===== src/rtl/qphs_pkg.sv =====
// Shared constants, payload words and control structs for the quadratic probe hash set.
package qphs_pkg;

    localparam int COORD_BITS     = 10;
    // The table size is a power of two, so the slot index is the low bits of the hash.
    localparam int TABLE_SIZE     = 1048576;
    localparam int MAX_PROBES     = 64;

    localparam int IDX_BITS       = $clog2(TABLE_SIZE);
    localparam int KEY_BITS       = 4 * COORD_BITS;
    localparam int CFG_BITS       = 11;
    localparam int CFG_INDEX_BITS = 1;
    localparam int COUNT_BITS     = 21;
    localparam int PROBE_BITS     = $clog2(MAX_PROBES + 1);
    localparam int SQ_BITS        = 2 * PROBE_BITS;
    localparam int SUM_BITS       = (IDX_BITS > SQ_BITS) ? IDX_BITS + 1 : SQ_BITS + 1;

    localparam logic [CFG_BITS-1:0]       CFG_RESET     = CFG_BITS'(1024);
    localparam logic [COUNT_BITS-1:0]     COUNT_MAX     = '1;
    localparam logic [CFG_INDEX_BITS-1:0] REG_ROW_COUNT = 1'b0;
    localparam logic [CFG_INDEX_BITS-1:0] REG_COL_COUNT = 1'b1;

    typedef enum logic [1:0] {
        OUTCOME_CLEAR,
        OUTCOME_FOUND,
        OUTCOME_INSERTED,
        OUTCOME_FULL
    } outcome_t;

    typedef struct packed {
        logic                  action;
        logic [COORD_BITS-1:0] first_row;
        logic [COORD_BITS-1:0] first_col;
        logic [COORD_BITS-1:0] second_row;
        logic [COORD_BITS-1:0] second_col;
    } in_word_t;

    typedef struct packed {
        logic                  found;
        logic                  inserted;
        logic                  table_full;
        logic [COUNT_BITS-1:0] distinct_count;
    } out_word_t;

    typedef struct packed {
        logic     load;
        logic     clr_start;
        logic     clr_step;
        logic     hash1;
        logic     hash2;
        logic     insert;
        logic     step;
        logic     out_load;
        outcome_t outcome;
    } dp_cmd_t;

    typedef struct packed {
        logic in_clear;
        logic clr_last;
        logic used;
        logic match;
        logic last_probe;
        logic out_free;
    } dp_status_t;

endpackage


===== src/rtl/qphs_ctrl.sv =====
// Controller state machine: sequences clearing, hashing, probing and result delivery.
module qphs_ctrl (
    input  logic                 aclk,
    input  logic                 aresetn,
    input  logic                 s_valid,
    output logic                 s_ready,
    input  qphs_pkg::dp_status_t status,
    output qphs_pkg::dp_cmd_t    cmd
);

    localparam logic [2:0] ST_IDLE  = 3'd0;
    localparam logic [2:0] ST_CLEAR = 3'd1;
    localparam logic [2:0] ST_HASH1 = 3'd2;
    localparam logic [2:0] ST_HASH2 = 3'd3;
    localparam logic [2:0] ST_READ  = 3'd4;
    localparam logic [2:0] ST_CHECK = 3'd5;
    localparam logic [2:0] ST_DONE  = 3'd6;

    logic [2:0]         state_reg, state_next;
    logic               clr_reply_reg, clr_reply_next;
    qphs_pkg::outcome_t outcome_reg, outcome_next;
    logic               accept;

    assign s_ready = (state_reg == ST_IDLE);
    assign accept  = s_valid && s_ready;

    always_comb begin
        state_next     = state_reg;
        clr_reply_next = clr_reply_reg;
        outcome_next   = outcome_reg;
        cmd            = '0;
        cmd.outcome    = outcome_reg;
        unique case (state_reg)
            ST_IDLE: begin
                if (accept) begin
                    cmd.load = 1'b1;
                    if (status.in_clear) begin
                        cmd.clr_start  = 1'b1;
                        clr_reply_next = 1'b1;
                        outcome_next   = qphs_pkg::OUTCOME_CLEAR;
                        state_next     = ST_CLEAR;
                    end else begin
                        state_next = ST_HASH1;
                    end
                end
            end
            ST_CLEAR: begin
                cmd.clr_step = 1'b1;
                if (status.clr_last) begin
                    state_next = clr_reply_reg ? ST_DONE : ST_IDLE;
                end
            end
            ST_HASH1: begin
                cmd.hash1  = 1'b1;
                state_next = ST_HASH2;
            end
            ST_HASH2: begin
                cmd.hash2  = 1'b1;
                state_next = ST_READ;
            end
            ST_READ: begin
                state_next = ST_CHECK;
            end
            ST_CHECK: begin
                priority if (!status.used) begin
                    cmd.insert   = 1'b1;
                    outcome_next = qphs_pkg::OUTCOME_INSERTED;
                    state_next   = ST_DONE;
                end else if (status.match) begin
                    outcome_next = qphs_pkg::OUTCOME_FOUND;
                    state_next   = ST_DONE;
                end else if (status.last_probe) begin
                    outcome_next = qphs_pkg::OUTCOME_FULL;
                    state_next   = ST_DONE;
                end else begin
                    cmd.step   = 1'b1;
                    state_next = ST_READ;
                end
            end
            ST_DONE: begin
                if (status.out_free) begin
                    cmd.out_load = 1'b1;
                    state_next   = ST_IDLE;
                end
            end
            default: begin
                state_next = ST_IDLE;
            end
        endcase
    end

    always_ff @(posedge aclk) begin
        if (!aresetn) begin
            state_reg     <= ST_CLEAR;
            clr_reply_reg <= 1'b0;
            outcome_reg   <= qphs_pkg::OUTCOME_CLEAR;
        end else begin
            state_reg     <= state_next;
            clr_reply_reg <= clr_reply_next;
            outcome_reg   <= outcome_next;
        end
    end

    a_check_after_read: assert property (@(posedge aclk) disable iff (!aresetn)
        (state_reg == ST_CHECK) |-> ($past(state_reg) == ST_READ))
        else $error("slot checked without a preceding read");

    a_no_write_clash: assert property (@(posedge aclk) disable iff (!aresetn)
        !(cmd.insert && cmd.clr_step))
        else $error("insert and clearing write in the same cycle");

endmodule


===== config.mk =====
export PLATFORM = sky130hd
export DESIGN_NAME = qphs_ctrl
export DESIGN_NICKNAME = d
export VERILOG_FILES = /design/src/rtl/qphs_pkg.sv /design/src/rtl/qphs_ctrl.sv
export SDC_FILE = /design/constraint.sdc
export NUM_CORES = 1
export LEC_CHECK = 0
export BUFFER_PORTS_ARGS = -buffer_cell sky130_fd_sc_hd__buf_4
export CAP_MARGIN = 15
export CORE_AREA = 2 2 39 41
export CTS_BUF_LIST = sky130_fd_sc_hd__clkbuf_16
export CTS_CLUSTER_DIAMETER = 100
export DETAILED_ROUTE_END_ITERATION = 10
export DIE_AREA = 0 0 41 43
export PLACE_DENSITY = 0.62
export SLEW_MARGIN = 5
export SYNTH_ARGS = -nofsm -noshare
export SYNTH_HDL_FRONTEND = slang
export SYNTH_SLANG_ARGS = --single-unit

===== constraint.sdc =====
create_clock -name aclk -period 1.03 [get_ports aclk]
set_input_delay 0.206 -clock aclk [delete_from_list [all_inputs] [get_ports aclk]]
set_output_delay 0.206 -clock aclk [all_outputs]
set_load 0.1 [all_outputs]

; Yosys cells after proc, flatten, opt, wreduce, memory -nomap -nowiden
; Cells that the tools add are included.
[classes]
muxes = 28
eq_ne = 11
n_reduce_logical = 6
[ops]
columns = cell, count
row1 = case mux 3 bit (7 select lines), 1
row2 = two-way mux 2 bit, 10
row3 = two-way mux 3 bit, 6
row4 = two-way mux 1 bit, 10
row5 = "equality test 3 bit, second input constant", 3
row6 = "equality test 3 x 2 -> 1 bit, second input constant", 2
row7 = AND reduction 3 bit, 2
row8 = "inequality test 2 x 1 -> 1 bit, second input constant", 2
row9 = "inequality test 2 bit, second input constant", 2
row10 = "inequality test 4 bit, second input constant", 1
row11 = case mux 2 bit (2 select lines), 1
row12 = AND reduction 4 bit, 1
row13 = "equality test 3 x 1 -> 1 bit, second input constant", 1
row14 = zero test 3 bit, 1
row15 = nonzero test 2 bit, 1
row16 = logical AND 1 bit, 1
[totals]
reg_bits = 6
input_bits = 9
out_inout_bits = 11

; Depth between registers and ports, before layout
[depth]
word_depth = 4
depth_mapped = 5
depth_no_buf = 4

; Worst setup path after synthesis
; Ideal clock, no wire load.
[synth_timing]
kind = register to output
startpoint = register state_reg[0]
endpoint = output cmd[7] in the netlist's numbering
t_required_ns = 0.824
n_path_buf = 1
stages_incl_launch_ff = 3
arrival_time_ns = 2.839
slack_ns = -2.015
path_cell_list = dfxtp_1 buf_2 nor3b_1
[synth_lines]
columns = item, line
row1 = from (decl), qphs_ctrl.sv:19  ; logic [2:0] state_reg, state_next;
row2 = from (signal assigned), qphs_ctrl.sv:98  ; state_reg <= state_next;
row3 = to (decl), qphs_ctrl.sv:8  ; output qphs_pkg::dp_cmd_t cmd

==> impl_metrics.ini <==
[run_status]
outcome = finished with violations
failed_checks = setup timing

[clock_network]
cts_tree = built
cts_num_sinks = 6
numCtsBuffers = 3
clk_pin_slew_ns = 0.04
htree_levels = 1
clk_latency_ns = 0.23
cts_max_path_buffers = 2
cts-root-buf = clkbuf_16

[placement]
place_congestion = 0.750
dp_hpwl_um = 881
dpl_cell_area_um2 = 732
port_buffers = 19

[worst_setup_path]
cp_max_fo = 6
slowest_stage = dfxtp_4
reg2regPathDepth = 7
critical_path_class = register to output port
required_ns = 0.82
cp-startpoint = state_reg[1]$_SDFFE_PN0P_
crit_arrival_ns = 1.21
crit_end = cmd[8]
r2r_end = state_reg[1]$_SDFFE_PN0P_
slowest_delay_ns = 0.36
end_kind = output port
reg2reg_from = state_reg[2]$_SDFFE_PN0P_
startpoint_type = register
reg2reg_slack_ns = -0.24
crit_chain = nor3_4 -> and3_4 -> buf_12

[layout]
multi_input_area_um2 = 402
antennaDiodeCount = 0
utilization = 0.781
nets = 101
drive_gt1_frac = 0.747
design_area_um2 = 1080
syn_to_final_growth_pct = 148
seq_area_um2 = 134
largest_reg_flops = 3
fillers = 81

[sta]
period_minus_slack_ns = 1.42
hold_viol_final = 0
timing.final.ws_setup_ns = -0.387
drv_slew = 0
setup_viol = 14
worst_slew_pin_slew_ns = 0.254
fmax_ghz = 0.706
clock-skew-final_ns = 0.00166
post-route-period-util = 1.38
rsz0062_at_grt = true
worst_hold_slack_ns = 0.236
finalSetupTns_ns = -3.83
relSlewSlack = 0.830

[floorplanning]
initial_utilization = 0.316
die_area_um2 = 1760
fp.dieW_um = 41
fp.dieH_um = 43
coreArea_um2 = 1380
ios = 20
placementRows = 14

[synth]
ys_seq_area_frac = 0.275
syn_nets = 61
ys_types = 31
synth-seq-cells = 6
synth_edf_count = 0
yosys-top-cells-area = dfxtp_1 28%, nand3b_4 4.6%, nor2b_1 4.3%, and3b_1 4.0%, buf_2 3.4%
synthArstFlopShare = 0
synthCells = 52
syn_area_per_cell_um2 = 8.40
syn-cell-area_um2 = 437
synth_warnings = 0
yosys_most_used_dff = dfxtp_1
synth_top_cell_by_area = dfxtp_1
netlist.area_leader.share = 0.275

[global_routing]
grt_max_degree = 8
grt.overflow.total = 0
grt_pass1_vias = 606
grt_pass1_wl_mm = 2.87
track_usage = 0.242
antenna_found_initial = 0

[route]
drc_errors = 0
wl_per_cell_um = 16.2
via_count = 555
wl_met3_um = 44
vias_per_cell = 5.19
top_layer_used = met4
initialDrtViolationCount = 4
wl_mm = 1.73
met1Wirelength_um = 726
wl_met2_um = 940
detail_route.first_pass.iterations = 4
ant_nets = 0

[job]
drv_cap = 0

[power]
ir_worst_vdd_v = 0.000920
power_w = 0.00165
power_density_nw_per_um2 = 1520
p_leak_nw = 0.461

[min_path]
hold_path_class = input pin to register
hold_depth = 2
min-delay-start = aresetn
[cells in the final DEF, fill, tap and decap left out, types with 2 or more instances in the layout]
master / count
dfxtp_4: 3
nor3b_4: 2
nor2b_4: 2
clkbuf_16: 3
inv_1: 3
buf_6: 11
a211oi_2: 2
o21ai_1: 3
nor2_4: 2
nor2_1: 2
buf_12: 9
dfxtp_2: 2
and3_4: 2
buf_4: 18
nand2_1: 2
[timing repair]
action / CTS / global route
endpoints found under the setup margin: 15 / 14
pin swaps: 14 / 7
resized for setup: 46 / 5
setup buffers: 5 / 3
cloned: 0 / 0
hold buffers: 0 / 0
[report_power, final]
part	switching (W)	internal, W
registers	0.0000390	0.000253
logic	0.000393	0.000321
clock network	0.000138	0.000504
[worst min path at each step]
stage / to / slack (ns)
floorplan: state_reg[0]$_SDFFE_PN1P_ / 0.28
global placement: state_reg[0]$_SDFFE_PN1P_ / 0.45
detailed placement: state_reg[0]$_SDFFE_PN1P_ / 0.45
CTS: clr_reply_reg$_SDFFE_PN0P_ / 0.25
global route: state_reg[0]$_SDFFE_PN1P_ / 0.23
finish: state_reg[0]$_SDFFE_PN1P_ / 0.24
[cell type report]
| cell class | instances | area share |
|---|---|---|
| multi-input combinational | 41 | 0.372 |
| sequential | 6 | 0.124 |
| clock buffer | 3 | 0.0694 |
| inverter | 2 | 0.00694 |
| timing repair buffer | 38 | 0.406 |
| tap | 16 | 0.0185 |
| clock inverter | 1 | 0.00347 |
[cells in the mapped netlist (2+ instances only)]
master	count
dfxtp_1	6
buf_2	3
nand2_1	3
nor2_1	3
nor2b_1	3
o21ai_1	3
a211oi_1	2
a21oi_1	2
and3_1	2
and3b_1	2
inv_1	2
nor3b_1	2
[cells by family (layout without fill, tap and decap cells)]
kind of cell,after synthesis,after routing,synth area share
AND/OR/NAND/NOR,24,24,0.404
AO/OA/AOI/OAI,17,17,0.269
buffers and inverters,5,44,0.0516
flip-flops,6,6,0.275
[per-stage QoR]
step	instances	setup WS, ns
2_1_floorplan	52	-0.904
3_3_place_gp	95	-0.297
3_5_place_dp	95	-0.317
4_1_cts	104	-0.388
5_1_grt	107	-0.416
6_report	107	-0.387
[worst max-delay path: cells and delay by family (launching register included)]
kind / cells / cell delay (ns)
flip-flops: 1 / 0.36
buffers and inverters: 1 / 0.17
AND/OR/NAND/NOR: 2 / 0.45
[metal layers]
layer	vias up	track usage
met5	-	0
met3	2	0.0628
li1	269	-
met1	270	0.341
met2	14	0.338
met4	0	0.100
Power figures use the tool's default switching activity.
